$ cat src/trps_pkg.sv
// ----------------------------------------------------------------------------
// trps_pkg
// Shared widths, reset values and register indexes for the two-row pager.
// ----------------------------------------------------------------------------
package trps_pkg;

    // default build parameters
    localparam int DEF_MAX_MESSAGES = 16;
    localparam int DEF_COLUMNS      = 16;

    // field widths
    localparam int COUNT_W  = 5;
    localparam int DELAY_W  = 16;
    localparam int INDEX_W  = 4;
    localparam int LENGTH_W = 8;
    localparam int OFFSET_W = 8;
    localparam int CFG_IDX_W = 1;

    // page pointer holds values up to the largest count
    localparam int PAGE_W = COUNT_W;

    // timers
    localparam logic [DELAY_W-1:0] ELAPSED_MAX = {DELAY_W{1'b1}};
    localparam logic [DELAY_W-1:0] DELAY_RESET = 16'd1000;

    // request codes
    localparam logic REQ_TICK = 1'b0;
    localparam logic REQ_LOAD = 1'b1;

    // configuration register indexes
    localparam logic [CFG_IDX_W-1:0] REG_MESSAGE_COUNT = 1'd0;
    localparam logic [CFG_IDX_W-1:0] REG_DELAY_TICKS   = 1'd1;

endpackage

$ cat src/trps_req_if.sv
// ----------------------------------------------------------------------------
// trps_req_if
// Request channel: a tick or a length load, with valid/ready handshake.
// ----------------------------------------------------------------------------
interface trps_req_if import trps_pkg::*; ();
    logic                valid;
    logic                ready;
    logic                req_type;
    logic [INDEX_W-1:0]  msg_index;
    logic [LENGTH_W-1:0] msg_length;

    modport source (output valid, output req_type, output msg_index,
                    output msg_length, input ready);
    modport sink   (input valid, input req_type, input msg_index,
                    input msg_length, output ready);
endinterface

$ cat src/trps_rsp_if.sv
// ----------------------------------------------------------------------------
// trps_rsp_if
// Result channel: the display window state after each request word.
// ----------------------------------------------------------------------------
interface trps_rsp_if import trps_pkg::*; ();
    logic                valid;
    logic                ready;
    logic [INDEX_W-1:0]  first_row_index;
    logic [OFFSET_W-1:0] top_offset;
    logic [OFFSET_W-1:0] bottom_offset;
    logic                bottom_shown;
    logic                redraw;

    modport source (output valid, output first_row_index, output top_offset,
                    output bottom_offset, output bottom_shown, output redraw,
                    input ready);
    modport sink   (input valid, input first_row_index, input top_offset,
                    input bottom_offset, input bottom_shown, input redraw,
                    output ready);
endinterface

$ cat src/two_row_text_pager_scroller_top.sv
// ----------------------------------------------------------------------------
// two_row_text_pager_scroller_top
// Pages through stored message lengths two at a time and scrolls long rows.
// ----------------------------------------------------------------------------
// One request word is taken per clock cycle and its result word appears in
// the output register on the next cycle; a full output register that is not
// being taken holds off the request side. The throughput of one word a cycle
// is set by the page, offset and timer registers updating on each accepted word.
// The lengths of the two rows on show are kept in registers read from the length
// table at the next page's rows, with bypass of a length written in the same
// cycle. Lengths must be loaded before the pages that use them are shown;
// reset does not clear the table. Configuration writes are accepted at any
// time but should only be made while no word is in flight.
module two_row_text_pager_scroller_top import trps_pkg::*; #(
    parameter int MAX_MESSAGES = DEF_MAX_MESSAGES,
    parameter int COLUMNS      = DEF_COLUMNS
) (
    input  logic                 i_clk,
    input  logic                 i_rst_n,
    trps_req_if.sink             i_req,
    trps_rsp_if.source           o_rsp,
    input  logic                 i_cfg_we,
    input  logic [CFG_IDX_W-1:0] i_cfg_idx,
    input  logic [DELAY_W-1:0]   i_cfg_data
);

    // only msg_index values below 16 can ever be loaded
    localparam int TBL_DEPTH = (MAX_MESSAGES < (1 << INDEX_W)) ? MAX_MESSAGES
                                                               : (1 << INDEX_W);
    localparam int AW = (TBL_DEPTH > 1) ? $clog2(TBL_DEPTH) : 1;
    localparam logic [LENGTH_W-1:0] COLS = LENGTH_W'(COLUMNS);

    // configuration
    logic [COUNT_W-1:0] r_message_count;
    logic [DELAY_W-1:0] r_delay_ticks;

    // pager state
    logic [PAGE_W-1:0]   r_page, n_page;
    logic [OFFSET_W-1:0] r_top_scroll, n_top_scroll;
    logic [OFFSET_W-1:0] r_bot_scroll, n_bot_scroll;
    logic                r_top_done, n_top_done;
    logic                r_bot_done, n_bot_done;
    logic [DELAY_W-1:0]  r_scroll_el, n_scroll_el;
    logic [DELAY_W-1:0]  r_page_el, n_page_el;
    logic                n_redraw;

    // length table and the two row lengths read from it
    logic [LENGTH_W-1:0] r_len_table [TBL_DEPTH];
    logic [LENGTH_W-1:0] r_top_len;
    logic [LENGTH_W-1:0] r_bot_len;

    // output register
    logic                r_out_valid;
    logic [INDEX_W-1:0]  r_out_first;
    logic [OFFSET_W-1:0] r_out_top;
    logic [OFFSET_W-1:0] r_out_bot;
    logic                r_out_shown;
    logic                r_out_redraw;

    logic                accept;
    logic [COUNT_W-1:0]  count;
    logic                top_here;
    logic                bot_here;
    logic [PAGE_W:0]     page_p1;
    logic [PAGE_W:0]     page_p2;
    logic [PAGE_W:0]     n_page_p1;
    logic                tbl_we;
    logic [AW-1:0]       wr_addr;
    logic [AW-1:0]       rd_top;
    logic [AW-1:0]       rd_bot;

    // handshake: output register parts the two sides
    assign i_req.ready = !r_out_valid || o_rsp.ready;
    assign accept      = i_req.valid && i_req.ready;

    // effective count, saturated at MAX_MESSAGES
    assign count = (32'(r_message_count) > MAX_MESSAGES) ? COUNT_W'(MAX_MESSAGES)
                                                         : r_message_count;

    assign page_p1  = {1'b0, r_page} + (PAGE_W+1)'(1);
    assign page_p2  = {1'b0, r_page} + (PAGE_W+1)'(2);
    assign top_here = r_page < count;
    assign bot_here = page_p1 < {1'b0, count};

    // configuration writes
    always_ff @(posedge i_clk) begin
        if (!i_rst_n) begin
            r_message_count <= '0;
            r_delay_ticks   <= DELAY_RESET;
        end else if (i_cfg_we) begin
            unique case (i_cfg_idx)
                REG_MESSAGE_COUNT: r_message_count <= i_cfg_data[COUNT_W-1:0];
                REG_DELAY_TICKS:   r_delay_ticks   <= i_cfg_data;
                default:           ;
            endcase
        end
    end

    // next pager state for the word being accepted
    always_comb begin
        n_page       = r_page;
        n_top_scroll = r_top_scroll;
        n_bot_scroll = r_bot_scroll;
        n_top_done   = r_top_done;
        n_bot_done   = r_bot_done;
        n_scroll_el  = r_scroll_el;
        n_page_el    = r_page_el;
        n_redraw     = 1'b0;

        if (accept) begin
            if (i_req.req_type == REQ_LOAD) begin
                // restart at page 0
                n_page       = '0;
                n_top_scroll = '0;
                n_bot_scroll = '0;
                n_top_done   = 1'b0;
                n_bot_done   = 1'b0;
                n_scroll_el  = '0;
                n_page_el    = '0;
                n_redraw     = 1'b1;
            end else if (count != '0) begin
                // saturating timers
                if (r_scroll_el != ELAPSED_MAX) n_scroll_el = r_scroll_el + 1'b1;
                if (r_page_el != ELAPSED_MAX)   n_page_el   = r_page_el + 1'b1;

                // scroll step for both rows
                if (n_scroll_el >= r_delay_ticks) begin
                    n_scroll_el = '0;
                    n_redraw    = 1'b1;

                    if (top_here && (r_top_len > COLS) &&
                        (r_top_scroll < (r_top_len - COLS))) begin
                        n_top_scroll = r_top_scroll + 1'b1;
                        n_top_done   = 1'b0;
                    end else begin
                        n_top_done   = 1'b1;
                    end

                    if (bot_here && (r_bot_len > COLS) &&
                        (r_bot_scroll < (r_bot_len - COLS))) begin
                        n_bot_scroll = r_bot_scroll + 1'b1;
                        n_bot_done   = 1'b0;
                    end else begin
                        n_bot_done   = 1'b1;
                    end
                end

                // page advance once both rows have finished and the page timer has reached the delay
                if (n_top_done && n_bot_done && (n_page_el >= r_delay_ticks)) begin
                    n_page       = (page_p2 >= {1'b0, count}) ? '0
                                                              : page_p2[PAGE_W-1:0];
                    n_top_scroll = '0;
                    n_bot_scroll = '0;
                    n_top_done   = 1'b0;
                    n_bot_done   = 1'b0;
                    n_page_el    = '0;
                    n_redraw     = 1'b1;
                end
            end
        end
    end

    // pager state registers
    always_ff @(posedge i_clk) begin
        if (!i_rst_n) begin
            r_page       <= '0;
            r_top_scroll <= '0;
            r_bot_scroll <= '0;
            r_top_done   <= 1'b0;
            r_bot_done   <= 1'b0;
            r_scroll_el  <= '0;
            r_page_el    <= '0;
        end else begin
            r_page       <= n_page;
            r_top_scroll <= n_top_scroll;
            r_bot_scroll <= n_bot_scroll;
            r_top_done   <= n_top_done;
            r_bot_done   <= n_bot_done;
            r_scroll_el  <= n_scroll_el;
            r_page_el    <= n_page_el;
        end
    end

    // table ports: one write, two reads at the next page's rows
    assign n_page_p1 = {1'b0, n_page} + (PAGE_W+1)'(1);
    assign tbl_we    = accept && (i_req.req_type == REQ_LOAD) &&
                       (32'(i_req.msg_index) < TBL_DEPTH);
    assign wr_addr   = AW'(i_req.msg_index);
    assign rd_top    = i_rst_n ? AW'(n_page) : '0;
    assign rd_bot    = i_rst_n ? AW'(n_page_p1) : AW'(1);

    always_ff @(posedge i_clk) begin
        if (tbl_we) begin
            r_len_table[wr_addr] <= i_req.msg_length;
        end
        // bypass a length written in this cycle
        if (tbl_we && (wr_addr == rd_top)) begin
            r_top_len <= i_req.msg_length;
        end else begin
            r_top_len <= r_len_table[rd_top];
        end
        if (tbl_we && (wr_addr == rd_bot)) begin
            r_bot_len <= i_req.msg_length;
        end else begin
            r_bot_len <= r_len_table[rd_bot];
        end
    end

    // output register
    always_ff @(posedge i_clk) begin
        if (!i_rst_n) begin
            r_out_valid <= 1'b0;
        end else if (accept) begin
            r_out_valid <= 1'b1;
        end else if (o_rsp.ready) begin
            r_out_valid <= 1'b0;
        end
    end

    always_ff @(posedge i_clk) begin
        if (accept) begin
            r_out_first  <= n_page[INDEX_W-1:0];
            r_out_top    <= n_top_scroll;
            r_out_bot    <= n_bot_scroll;
            r_out_shown  <= n_page_p1 < {1'b0, count};
            r_out_redraw <= n_redraw;
        end
    end

    assign o_rsp.valid           = r_out_valid;
    assign o_rsp.first_row_index = r_out_first;
    assign o_rsp.top_offset      = r_out_top;
    assign o_rsp.bottom_offset   = r_out_bot;
    assign o_rsp.bottom_shown    = r_out_shown;
    assign o_rsp.redraw          = r_out_redraw;

endmodule

$ cat src/flat_wrapper.sv
// flat-port wrapper written by rule: the top's interface ports become plain ports
module two_row_text_pager_scroller_top_flat import trps_pkg::*;
#(
    parameter int MAX_MESSAGES = DEF_MAX_MESSAGES,
    parameter int COLUMNS      = DEF_COLUMNS
)
  (i_clk, i_rst_n, i_cfg_we, i_cfg_idx, i_cfg_data, i_req_valid, i_req_req_type, i_req_msg_index, i_req_msg_length, i_req_ready, o_rsp_valid, o_rsp_first_row_index, o_rsp_top_offset, o_rsp_bottom_offset, o_rsp_bottom_shown, o_rsp_redraw, o_rsp_ready);
  trps_req_if i_req_i ();
  trps_rsp_if o_rsp_i ();
  input  logic i_clk;
  input  logic i_rst_n;
  input  logic i_cfg_we;
  input  logic [CFG_IDX_W-1:0] i_cfg_idx;
  input  logic [DELAY_W-1:0] i_cfg_data;
  input wire logic [$bits(i_req_i.valid)-1:0] i_req_valid;
  input wire logic [$bits(i_req_i.req_type)-1:0] i_req_req_type;
  input wire logic [$bits(i_req_i.msg_index)-1:0] i_req_msg_index;
  input wire logic [$bits(i_req_i.msg_length)-1:0] i_req_msg_length;
  output wire logic [$bits(i_req_i.ready)-1:0] i_req_ready;
  output wire logic [$bits(o_rsp_i.valid)-1:0] o_rsp_valid;
  output wire logic [$bits(o_rsp_i.first_row_index)-1:0] o_rsp_first_row_index;
  output wire logic [$bits(o_rsp_i.top_offset)-1:0] o_rsp_top_offset;
  output wire logic [$bits(o_rsp_i.bottom_offset)-1:0] o_rsp_bottom_offset;
  output wire logic [$bits(o_rsp_i.bottom_shown)-1:0] o_rsp_bottom_shown;
  output wire logic [$bits(o_rsp_i.redraw)-1:0] o_rsp_redraw;
  input wire logic [$bits(o_rsp_i.ready)-1:0] o_rsp_ready;
  assign i_req_i.valid = i_req_valid;
  assign i_req_i.req_type = i_req_req_type;
  assign i_req_i.msg_index = i_req_msg_index;
  assign i_req_i.msg_length = i_req_msg_length;
  assign i_req_ready = i_req_i.ready;
  assign o_rsp_valid = o_rsp_i.valid;
  assign o_rsp_first_row_index = o_rsp_i.first_row_index;
  assign o_rsp_top_offset = o_rsp_i.top_offset;
  assign o_rsp_bottom_offset = o_rsp_i.bottom_offset;
  assign o_rsp_bottom_shown = o_rsp_i.bottom_shown;
  assign o_rsp_redraw = o_rsp_i.redraw;
  assign o_rsp_i.ready = o_rsp_ready;
  two_row_text_pager_scroller_top #(.MAX_MESSAGES(MAX_MESSAGES), .COLUMNS(COLUMNS)) u_core (.i_clk(i_clk), .i_rst_n(i_rst_n), .i_req(i_req_i), .o_rsp(o_rsp_i), .i_cfg_we(i_cfg_we), .i_cfg_idx(i_cfg_idx), .i_cfg_data(i_cfg_data));
endmodule
$ cat config.mk
export PLATFORM = sky130hd
export DESIGN_NAME = two_row_text_pager_scroller_top_flat
export DESIGN_NICKNAME = d
export VERILOG_FILES = /design/src/trps_pkg.sv /design/src/trps_req_if.sv /design/src/trps_rsp_if.sv /design/src/two_row_text_pager_scroller_top.sv /design/src/flat_wrapper.sv
export SDC_FILE = /design/constraint.sdc
export NUM_CORES = 1
export LEC_CHECK = 0
export BUFFER_PORTS_ARGS = -buffer_cell sky130_fd_sc_hd__buf_4
export CAP_MARGIN = 20
export CORE_UTILIZATION = 61
export DETAILED_ROUTE_END_ITERATION = 8
export PLACE_DENSITY_LB_ADDON = 0.05
export SETUP_SLACK_MARGIN = 0.2
export SYNTH_ARGS = -nofsm -noshare
export SYNTH_HDL_FRONTEND = slang
export SYNTH_SLANG_ARGS = --single-unit
$ cat constraint.sdc
create_clock -name i_clk -period 6.5 [get_ports i_clk]
set_input_delay 0.325 -clock i_clk [delete_from_list [all_inputs] [get_ports i_clk]]
set_output_delay 0.325 -clock i_clk [all_outputs]
set_load 0.02 [all_outputs]
==> results.json, run 1 <==
{
  "rsz0062_at_grt": "no",
  "cap_violations": 0,
  "ys_async_sr_fraction_pct": 0,
  "muxShareOfSynthArea_pct": 14.0,
  "path_clk_slew_ns": 0.06,
  "wl_per_cell_um": 21.7,
  "synthSimpleGateAreaFrac_pct": 13.0,
  "hold_path_class": "primary input to flip-flop",
  "wl_met1_um": 13100,
  "yosys_most_used_dff": "edfxtp_1",
  "critPathKind": "flip-flop to flip-flop",
  "finalSetupViolCount": 0,
  "path_cells": "clkinv_1, mux2_2, o21ai_0, nand3_1, xnor2_1, ha_1, and4_1, a2111oi_0, o2111ai_2, o211a_4, and4_1, a221o_1, ha_1, xor2_1, ha_1, o21ai_0, nand2b_1, o2111ai_1, o311a_1",
  "syn_area_per_cell_um2": 11.9,
  "grt_antenna_before_repair": 0,
  "cts_tree": "yes",
  "cts_max_level": 1,
  "io_buffers": 58,
  "slew_headroom_pct": 23.3,
  "highest_layer": "met4",
  "start_util_pct": 62.5,
  "fin_setup_tns_ns": 0,
  "yosys-top-cells-area": "edfxtp_1 35%, dfxtp_1 13%, mux4_2 11%",
  "die_h_um": 146,
  "ys_seq_area_share_pct": 48.1,
  "p_leak_nw": 5.35,
  "fin_crit_sh_pct": 90.9,
  "hold_violations": 0,
  "hold_end": "u_core.r_delay_ticks[5]$_SDFFE_PN1P_",
  "timing.critical_path.mode_cell": "ha_1",
  "areaGrowthSynthToFinish_pct": 12.3,
  "worstHoldPathCells": 3,
  "met2_length_um": 15100,
  "globalplace.congestion": 0.929,
  "required_ns": 6.79,
  "min-delay-start": "i_cfg_data[5]",
  "yosys_register_bits": 231,
  "drc_errors": 0,
  "critPathMaxFanout": 16,
  "dieArea_mm2": 0.0214,
  "die_x_um": 146,
  "rows": 52,
  "cts_inserted_buffers": 26,
  "rrSetupSlack_ns": 0.59,
  "grt_pass1_vias": 8711,
  "grt_max_degree": 56,
  "rr_worst_depth": 19,
  "finClkSkew_ns": 0.0137,
  "status": "finished, final reports clean",
  "io_pins": 59,
  "power.total_w": 0.00326,
  "fin_ws_ns": 0.592,
  "drive_above_1_share_pct": 19.9,
  "critPathBufInv": 1,
  "mappedNetlistArea_mm2": 0.0127,
  "grt.overflow.total": 0,
  "synth_top_area_cell": "edfxtp_1",
  "powerDensity_mw_per_mm2": 228,
  "final_antenna_net_count": 0,
  "reg2reg_to": "u_core.o_rsp.bottom_shown$_DFFE_PP_",
  "syn_nets": 1181,
  "synth_edf_count": 150,
  "synthCells": 1071,
  "vias": 8966,
  "holdBufCountCts": 0,
  "critPathCaptureType": "flip-flop",
  "dp_slack_ns": 0.560,
  "dp_hpwl_um": 21400,
  "ys_types": 82,
  "crit_slowest_cell": "dfxtp_1",
  "worst_path_dominant_cell_family": "compound AO/OA/AOI/OAI gates",
  "synth_top_family_by_area": "multiplexers",
  "cpPeakStageDelay_ns": 0.88,
  "worstPathArrival_ns": 6.19,
  "dr.pass1.iters": 5,
  "synth_compound_area_share_pct": 11.4,
  "fin_crit_ns": 5.91,
  "track_usage_pct": 29.3,
  "reg2reg_from": "u_core.r_page[1]$_SDFF_PN0_",
  "peakVddDrop_uv": 242,
  "drv_slew": 0,
  "critPathLaunchType": "flip-flop",
  "worstMarginPinSlew_ns": 1.14,
  "yosysWarnings": 0,
  "clk-insertion-delay-late_ns": 0.53,
  "clock-sinks": 231,
  "synth_fa_ha_area_share_pct": 7.37,
  "grt_pass1_wl_um": 48500,
  "cts_max_path_buffers": 3,
  "wl_um": 30800,
  "core_mm2": 0.0204,
  "fin_nets": 1243,
  "avgViaCountPerCell": 6.31,
  "max_freq_mhz": 169,
  "routed-wl-met3_um": 1710,
  "dr.first_iter.drc_count": 731,
  "synth_top_cell_area_share_pct": 35.4,
  "antenna_cells": 0,
  "cts-root-buf": "clkbuf_16",
  "synth_xor_area_share_pct": 2.48
}
==> logic make-up (layout without fill, tap and decap cells) <==
family	Yosys count	in the layout
simple gates	336	336
flops	231	231
compound gates	209	209
mux	96	96
buf+inv	88	169
fa+ha+maj	75	75
xor+xnor	36	36
==> registers in the layout, indices dropped and copies added, names as in the netlist, 8 cells and up, named ones only <==
name	count
u_core.r_delay_ticks	16
u_core.r_bot_scroll	8
u_core.r_top_scroll	8
u_core.o_rsp.top_offset	8
u_core.r_scroll_el	16
u_core.o_rsp.bottom_offset	8
u_core.r_len_table	128
u_core.r_page_el	16
==> cells in the final DEF (no fill, tap or decap), drive strengths merged, types with 3 or more instances in the layout <==
cell type and count:
a211oi 6, and4 5, a22oi 26, mux4 63, a22o 5, o21ai 37
mux2i 20, clkbuf 32, o211ai 9, xnor2 22, nor4 4, and3 17
or3 6, a21oi 64, nor2b 18, nand3 28, bufinv 3, o2111ai 3
dfxtp 81, xor2 14, inv 40, edfxtp 150, mux2 13, buf 81
nand3b 8, or2 6, o21a 8, nand2 91, nand2b 7, nand4 12
ha 75, a31oi 6, nor3 21, a21o 17, clkinv 11, and2 25
nor2 82
==> worst register-to-register path, delay by kind of cell (launching register included) <==
kind / cells / cell delay (ns)
xor+xnor: 2 / 0.38
mux: 1 / 0.43
simple gates: 4 / 0.60
compound gates: 8 / 1.99
fa+ha+maj: 3 / 0.80
buf+inv: 1 / 0.57
flops: 1 / 0.88
==> Yosys cell counts (all sizes together) (3+ instances only) <==
| cell | n |
|---|---|
| o211ai | 9 |
| a21oi | 64 |
| edfxtp | 150 |
| nor4 | 4 |
| xor2 | 14 |
| a22o | 5 |
| mux2i | 20 |
| or3 | 6 |
| xnor2 | 22 |
| inv | 40 |
| nor3 | 21 |
| and2 | 25 |
| nor2 | 82 |
| o21a | 8 |
| or2 | 6 |
| nor2b | 18 |
| nand2 | 91 |
| and3 | 17 |
| nand2b | 7 |
| mux2 | 13 |
| nand3b | 8 |
| ha | 75 |
| a211oi | 6 |
| o2111ai | 3 |
| clkbuf | 26 |
| nand4 | 12 |
| mux4 | 63 |
| dfxtp | 81 |
| a21o | 17 |
| and4 | 5 |
| a22oi | 26 |
| buf | 21 |
| a31oi | 6 |
| nand3 | 28 |
| o21ai | 37 |
==> where the power goes <==
group,internal (W),switching [W],total (W)
sequential,0.00158,0.00000972,0.00159
clock,0.000899,0.000590,0.00149
combinational,0.0000615,0.000114,0.000176
total,0.00254,0.000714,0.00326
==> routing by layer <==
layer	vias to the layer above	GRT usage [%]
li1	4185	-
met1	4418	39.6
met2	303	49.6
met3	60	3.72
met4	0	8.91
met5	-	0
==> layout make-up <==
type                            instances  area [um^2]
Inverter                               41          154
Timing Repair Buffer                   81          619
Fill cell                            1476         6070
Clock inverter                         15          164
Tap cell                              270          338
Clock buffer                           32          714
Sequential cell                       231         6130
Multi-Input combinational cell        752         6170
==> how the worst max path moves through the flow <==
stage | start | endpoint | slack [ns] | depth (start not counted)
floorplan | u_core.r_page[0]$_SDFF_PN0_ | u_core.o_rsp.bottom_shown$_DFFE_PP_ | 0.79 | 22
global placement | u_core.r_scroll_el[4]$_SDFFE_PN0P_ | u_core.o_rsp.bottom_shown$_DFFE_PP_ | 0.70 | 25
detailed placement | u_core.r_scroll_el[4]$_SDFFE_PN0P_ | u_core.o_rsp.bottom_shown$_DFFE_PP_ | 0.56 | 26
CTS | u_core.r_scroll_el[4]$_SDFFE_PN0P_ | u_core.o_rsp.bottom_shown$_DFFE_PP_ | 0.52 | 26
global route | u_core.r_scroll_el[4]$_SDFFE_PN0P_ | u_core.o_rsp.bottom_shown$_DFFE_PP_ | 0.21 | 26
finish | u_core.r_page[1]$_SDFF_PN0_ | u_core.o_rsp.bottom_shown$_DFFE_PP_ | 0.59 | 19
==> per-stage QoR <==
step	cell area, um^2	utilization (%)	instances	hold WS, ns
2_1_floorplan	12700	-	1071	0.424
3_3_place_gp	13400	65.6	1371	0.439
3_5_place_dp	13400	65.6	1372	0.448
4_1_cts	14200	69.9	1419	0.0133
5_1_grt	14300	70.2	1422	0.0394
6_report	14300	70.2	1422	0.0251
==> what timing repair did <==
item | CTS | global route
resized for setup | 0 | 3
setup buffers | 0 | 1
setup endpoints to repair | 0 | 1
Power figures use the tool's default switching activity.
==> run 2, diff against run 1 <==
- clock period: 6.5 -> 5.8 ns (I/O delays scaled with it)
==> results.json, run 2 (synthesis results as in run 1) <==
{
  "pwr-share-clk_pct": 45.9,
  "powerDensity_mw_per_mm2": 251,
  "power_frac_comb_pct": 5.6,
  "critPathBufInv": 0,
  "hold_path_class": "primary input to flip-flop",
  "pwr-share-seq_pct": 48.5,
  "worst_path_dominant_cell_family": "simple AND/OR/NAND/NOR gates",
  "hold_violations": 0,
  "areaGrowthSynthToFinish_pct": 15.1,
  "p_int_w": 0.00282,
  "critPathKind": "flip-flop to flip-flop",
  "regMostFlops": "u_core.r_len_table",
  "cap_violations": 0,
  "cts_max_path_buffers": 3,
  "drc_errors": 0,
  "grt_pass1_wl_um": 48800,
  "rows": 52,
  "vias": 9095,
  "worstPathArrival_ns": 5.57,
  "core_mm2": 0.0204,
  "globalplace.congestion": 0.941,
  "fin_ws_ns": 0.521,
  "largest_reg_flops": 128,
  "fin_crit_ns": 5.28,
  "start_util_pct": 62.5,
  "path_clk_slew_ns": 0.06,
  "io_buffers": 58,
  "max_freq_mhz": 189,
  "die_x_um": 146,
  "switching_share_pct": 23.3,
  "die_h_um": 146,
  "required_ns": 6.09,
  "cpPeakStageDelay_ns": 0.53,
  "dp_slack_ns": 0.00933,
  "antenna_cells": 0,
  "grt_max_degree": 56,
  "cts_max_level": 1,
  "slew_headroom_pct": 27.0,
  "peakVddDrop_uv": 318,
  "drv_slew": 0,
  "finClkSkew_ns": 0.0160,
  "cts_tree": "yes",
  "fin_crit_sh_pct": 91.0,
  "critPathMaxFanout": 6,
  "critPathLaunchType": "flip-flop",
  "fin_setup_tns_ns": 0,
  "rsz0062_at_grt": "no",
  "path_cells": "nand3_1, or4_1, nor2_2, and3_1, nand2b_1, and4_1, and3_1, xor2_1, ha_1, a21o_1, a21o_1, a21oi_1, o21ai_1, a21o_2, o221a_4, and4_1, a221o_1, ha_2, xor2_1, ha_1, o21ai_0, nand2b_1, o2111ai_1, o311a_1",
  "drive_above_1_share_pct": 23.1,
  "fin_nets": 1268,
  "status": "finished, final reports clean",
  "grt.overflow.total": 0,
  "grt_pass1_vias": 8865,
  "wl_per_cell_um": 21.6,
  "cts_inserted_buffers": 26,
  "layout_commonest_cell": "edfxtp_1",
  "power_switching_w": 0.000854,
  "dieArea_mm2": 0.0214,
  "track_usage_pct": 29.7,
  "cts-root-buf": "clkbuf_16",
  "layout_common_cells": "150 x edfxtp_1, 91 x buf_4, 88 x nand2_1",
  "avgViaCountPerCell": 6.28,
  "dp_hpwl_um": 22000,
  "io_pins": 59,
  "finalSetupViolCount": 0,
  "grt_antenna_before_repair": 0,
  "wl_um": 31200,
  "p_leak_nw": 5.51,
  "crit_slowest_cell": "or4_1",
  "dr.pass1.iters": 7,
  "dr.first_iter.drc_count": 758,
  "final_antenna_net_count": 0,
  "critPathCaptureType": "flip-flop",
  "clock-sinks": 231,
  "worstMarginPinSlew_ns": 1.09,
  "clk-insertion-delay-late_ns": 0.55
}
run 2: power by group through the flow:
stage	sequential [W]	combinational (W)	clock [W]
after floorplan	0.00183	0.000103	0
after global placement	0.00182	0.000192	0
after detailed placement	0.00182	0.000196	0
after CTS	0.00178	0.000203	0.00170
after global routing	0.00178	0.000225	0.00176
final	0.00178	0.000207	0.00168
run 2: area by class of cell:
type	instances	area, um^2
clock buffer	27	654
clock inverter	21	234
fill	1441	5720
inverter	41	158
multi-input combinational	752	6250
sequential	231	6150
tap	270	338
timing repair buffer	106	862
run 2: final timing paths:
check | from | to | slack (ns) | cells past startpoint
setup reg to reg | u_core.r_page_el[7]$_SDFFE_PN0P_ | u_core.o_rsp.bottom_shown$_DFFE_PP_ | 0.52 | 24
hold reg to reg | u_core.r_delay_ticks[11]$_SDFFE_PN0P_ | u_core.r_delay_ticks[11]$_SDFFE_PN0P_ | 0.46 | 2
hold / removal | i_cfg_data[6] | u_core.r_delay_ticks[6]$_SDFFE_PN1P_ | 0.01 | 3
setup / recovery | u_core.r_page_el[7]$_SDFFE_PN0P_ | u_core.o_rsp.bottom_shown$_DFFE_PP_ | 0.52 | 24
run 2: layer usage:
| metal | vias up | wire length [um] | share of wire [%] | GRT usage, % |
|---|---|---|---|---|
| li1 | 4243 | - | - | - |
| met1 | 4477 | 13300 | 42 | 39.7 |
| met2 | 302 | 15200 | 49 | 50.2 |
| met3 | 73 | 1730 | 5.5 | 3.84 |
| met4 | 0 | 1060 | 3.4 | 10.4 |
| met5 | - | 0 | 0 | 0 |
run 2: worst reg2reg max path: stages (launching register included):
cell and delay, ns:
dfxtp_1 0.42, nand3_1 0.15, or4_1 0.53, nor2_2 0.15, and3_1 0.23, nand2b_1 0.08
and4_1 0.28, and3_1 0.25, xor2_1 0.16, ha_1 0.30, a21o_1 0.18, a21o_1 0.16
a21oi_1 0.14, o21ai_1 0.09, a21o_2 0.24, o221a_4 0.15, and4_1 0.16, a221o_1 0.30
ha_2 0.20, xor2_1 0.17, ha_1 0.28, o21ai_0 0.07, nand2b_1 0.07, o2111ai_1 0.11
o311a_1 0.15
run 2: stage by stage:
| stage | area [um^2] | hold slack [ns] | power, W | instances | util [%] |
|---|---|---|---|---|---|
| after CTS | 14500 | 0.00372 | 0.00368 | 1438 | 71.0 |
| final | 14600 | 0.00951 | 0.00367 | 1448 | 71.9 |
| after floorplan | 12700 | 0.389 | 0.00193 | 1071 | - |
| after global routing | 14600 | 0.00364 | 0.00377 | 1448 | 71.9 |
| after detailed placement | 13400 | 0.445 | 0.00201 | 1379 | 66.0 |
| after global placement | 13400 | 0.440 | 0.00201 | 1377 | 65.9 |
run 2: repair_timing:
action,CTS,global route
pin swaps,2,15
setup endpoints to repair,1,3
buffers inserted,2,8
hold buffers,9,0
endpoints found under the hold margin,9,0
resized for setup,5,36
==> run 3, diff against run 2 <==
==> constraint.sdc (replaced) <==
create_clock -name i_clk -period 5.8 [get_ports i_clk]
set_input_delay 1.16 -clock i_clk [delete_from_list [all_inputs] [get_ports i_clk]]
set_output_delay 1.16 -clock i_clk [all_outputs]
set_load 0.02 [all_outputs]
==> results.json, run 3 (synthesis results as in run 1) <==
{
  "critPathLaunchType": "flip-flop",
  "clock-sinks": 231,
  "grt_pass1_vias": 8845,
  "status": "finished, final reports clean",
  "vias": 9110,
  "rsz0062_at_grt": "no",
  "cts_max_path_buffers": 3,
  "dr.pass1.iters": 5,
  "hold_violations": 0,
  "start_util_pct": 62.5,
  "cts-root-buf": "clkbuf_16",
  "nFillCells": 1461,
  "io_buffers": 58,
  "worstHoldPathCells": 2,
  "path_clk_slew_ns": 0.06,
  "fin_nets": 1269,
  "avgViaCountPerCell": 6.29,
  "grt_pass1_wl_um": 48700,
  "final_util_pct": 71.6,
  "largest_reg_flops": 128,
  "worstPathArrival_ns": 5.66,
  "rr_worst_depth": 20,
  "fin_crit_ns": 5.39,
  "powerDensity_mw_per_mm2": 247,
  "dr.first_iter.drc_count": 692,
  "areaGrowthSynthToFinish_pct": 14.6,
  "register_area_mm2": 0.00616,
  "hold_path_class": "flip-flop to flip-flop",
  "min-delay-start": "u_core.r_delay_ticks[12]$_SDFFE_PN0P_",
  "final_antenna_net_count": 0,
  "grt_antenna_before_repair": 0,
  "highest_layer": "met4",
  "layout_commonest_cell": "edfxtp_1",
  "critPathMaxFanout": 7,
  "hold_end": "u_core.r_delay_ticks[12]$_SDFFE_PN0P_",
  "rrSetupSlack_ns": 0.41,
  "wl_met1_um": 13000,
  "fin_setup_tns_ns": 0,
  "dieArea_mm2": 0.0214,
  "drive_above_1_share_pct": 23.6,
  "multi_input_area_mm2": 0.00622,
  "clk-insertion-delay-late_ns": 0.52,
  "peakVddDrop_uv": 284,
  "grt.overflow.total": 0,
  "die_h_um": 146,
  "max_freq_mhz": 185,
  "drc_errors": 0,
  "reg2reg_to": "u_core.o_rsp.bottom_shown$_DFFE_PP_",
  "core_mm2": 0.0204,
  "dp_hpwl_um": 22400,
  "cts_max_level": 1,
  "drv_slew": 0,
  "layout_common_cells": "150 x edfxtp_1, 100 x buf_4, 88 x nand2_1",
  "reg2reg_from": "u_core.r_page[0]$_SDFF_PN0_",
  "cts_tree": "yes",
  "routed-wl-met3_um": 1930,
  "globalplace.congestion": 0.948,
  "slew_headroom_pct": 24.2,
  "antenna_cells": 0,
  "fin_hold_ws_ns": 0.455,
  "required_ns": 6.07,
  "wl_um": 31400,
  "grt_max_degree": 56,
  "track_usage_pct": 29.7,
  "critPathKind": "flip-flop to flip-flop",
  "die_x_um": 146,
  "rows": 52,
  "fin_crit_sh_pct": 93.0,
  "critPathCaptureType": "flip-flop",
  "met2_length_um": 15400,
  "wl_per_cell_um": 21.7,
  "finalSetupViolCount": 0,
  "cts_inserted_buffers": 25,
  "regMostFlops": "u_core.r_len_table",
  "holdBufCountCts": 0,
  "worstMarginPinSlew_ns": 1.13,
  "io_pins": 59,
  "p_leak_nw": 5.49,
  "cap_violations": 0,
  "finClkSkew_ns": 0.00873
}
run 3: cell types whose count changed in the layout (fill, tap and decap cells not counted), sizes merged:
cell	previous run	this run
inv	43	41
buf	97	107
bufinv	3	2
clkinv	12	8
dlygate4sd3	9	0
clkbuf	27	33
run 3: how the worst max path moves through the flow:
stage                                                     end  slack [ns]                          startpoint  cells past startpoint
after global routing      u_core.o_rsp.bottom_shown$_DFFE_PP_        0.11  u_core.r_scroll_el[9]$_SDFFE_PN0P_                     24
after CTS                 u_core.o_rsp.bottom_shown$_DFFE_PP_        0.21         u_core.r_page[0]$_SDFF_PN0_                     21
final                     u_core.o_rsp.bottom_shown$_DFFE_PP_        0.41         u_core.r_page[0]$_SDFF_PN0_                     20
after detailed placement  u_core.o_rsp.bottom_shown$_DFFE_PP_        0.02  u_core.r_scroll_el[4]$_SDFFE_PN0P_                     24
after global placement    u_core.o_rsp.bottom_shown$_DFFE_PP_        0.21  u_core.r_scroll_el[4]$_SDFFE_PN0P_                     24
after floorplan           u_core.o_rsp.bottom_shown$_DFFE_PP_        0.25  u_core.r_scroll_el[4]$_SDFFE_PN0P_                     26
run 3: power by group:
part           leakage (nW)  internal [W]  switching (W)
clock network         0.414      0.000962       0.000657
logic                  3.04     0.0000704       0.000131
registers              2.04       0.00177      0.0000109
total                  5.49       0.00280       0.000799
run 3: metal layers:
layer / vias up / global-route usage [%]
li1: 4251 / -
met4: 0 / 10.7
met5: - / 0
met2: 337 / 49.7
met3: 70 / 4.19
met1: 4452 / 39.5
run 3: what timing repair did:
action                                  4_1_cts  5_1_grt
buffers inserted                              2       14
hold endpoints to repair                      0        0
endpoints found under the setup margin        1        1
cloned                                        0        0
gates resized for setup                       3       34
pin swaps                                     3       11
run 3: worst max-delay path: stages, from the launching register on:
cell	delay, ns
dfxtp_4	0.41
buf_12	0.14
mux4_2	0.52
mux4_2	0.50
inv_1	0.13
nand3_1	0.11
xnor2_1	0.23
ha_1	0.27
and4_1	0.22
a2111oi_1	0.46
o2111ai_2	0.25
o211a_4	0.31
and4_1	0.18
a221o_1	0.33
ha_2	0.22
xor2_1	0.17
ha_1	0.29
o21ai_0	0.08
nand2b_1	0.08
o2111ai_1	0.11
o311a_1	0.14
run 3: layout make-up:
type | instances | share of cell area [%]
sequential | 231 | 42.2
timing repair buffer | 108 | 5.90
inverter | 41 | 1.08
tap | 270 | 2.32
clock buffer | 32 | 4.89
clock inverter | 14 | 0.961
multi-input combinational | 752 | 42.6
run 3: metrics by stage:
stage | setup WS, ns | instances | instance area [um^2] | power (W)
6_report | 0.407 | 1448 | 14600 | 0.00360
4_1_cts | 0.208 | 1432 | 14300 | 0.00362
5_1_grt | 0.105 | 1448 | 14600 | 0.00370
2_1_floorplan | 0.255 | 1071 | 12700 | 0.00193
3_5_place_dp | 0.0241 | 1384 | 13500 | 0.00202
3_3_place_gp | 0.208 | 1381 | 13400 | 0.00201
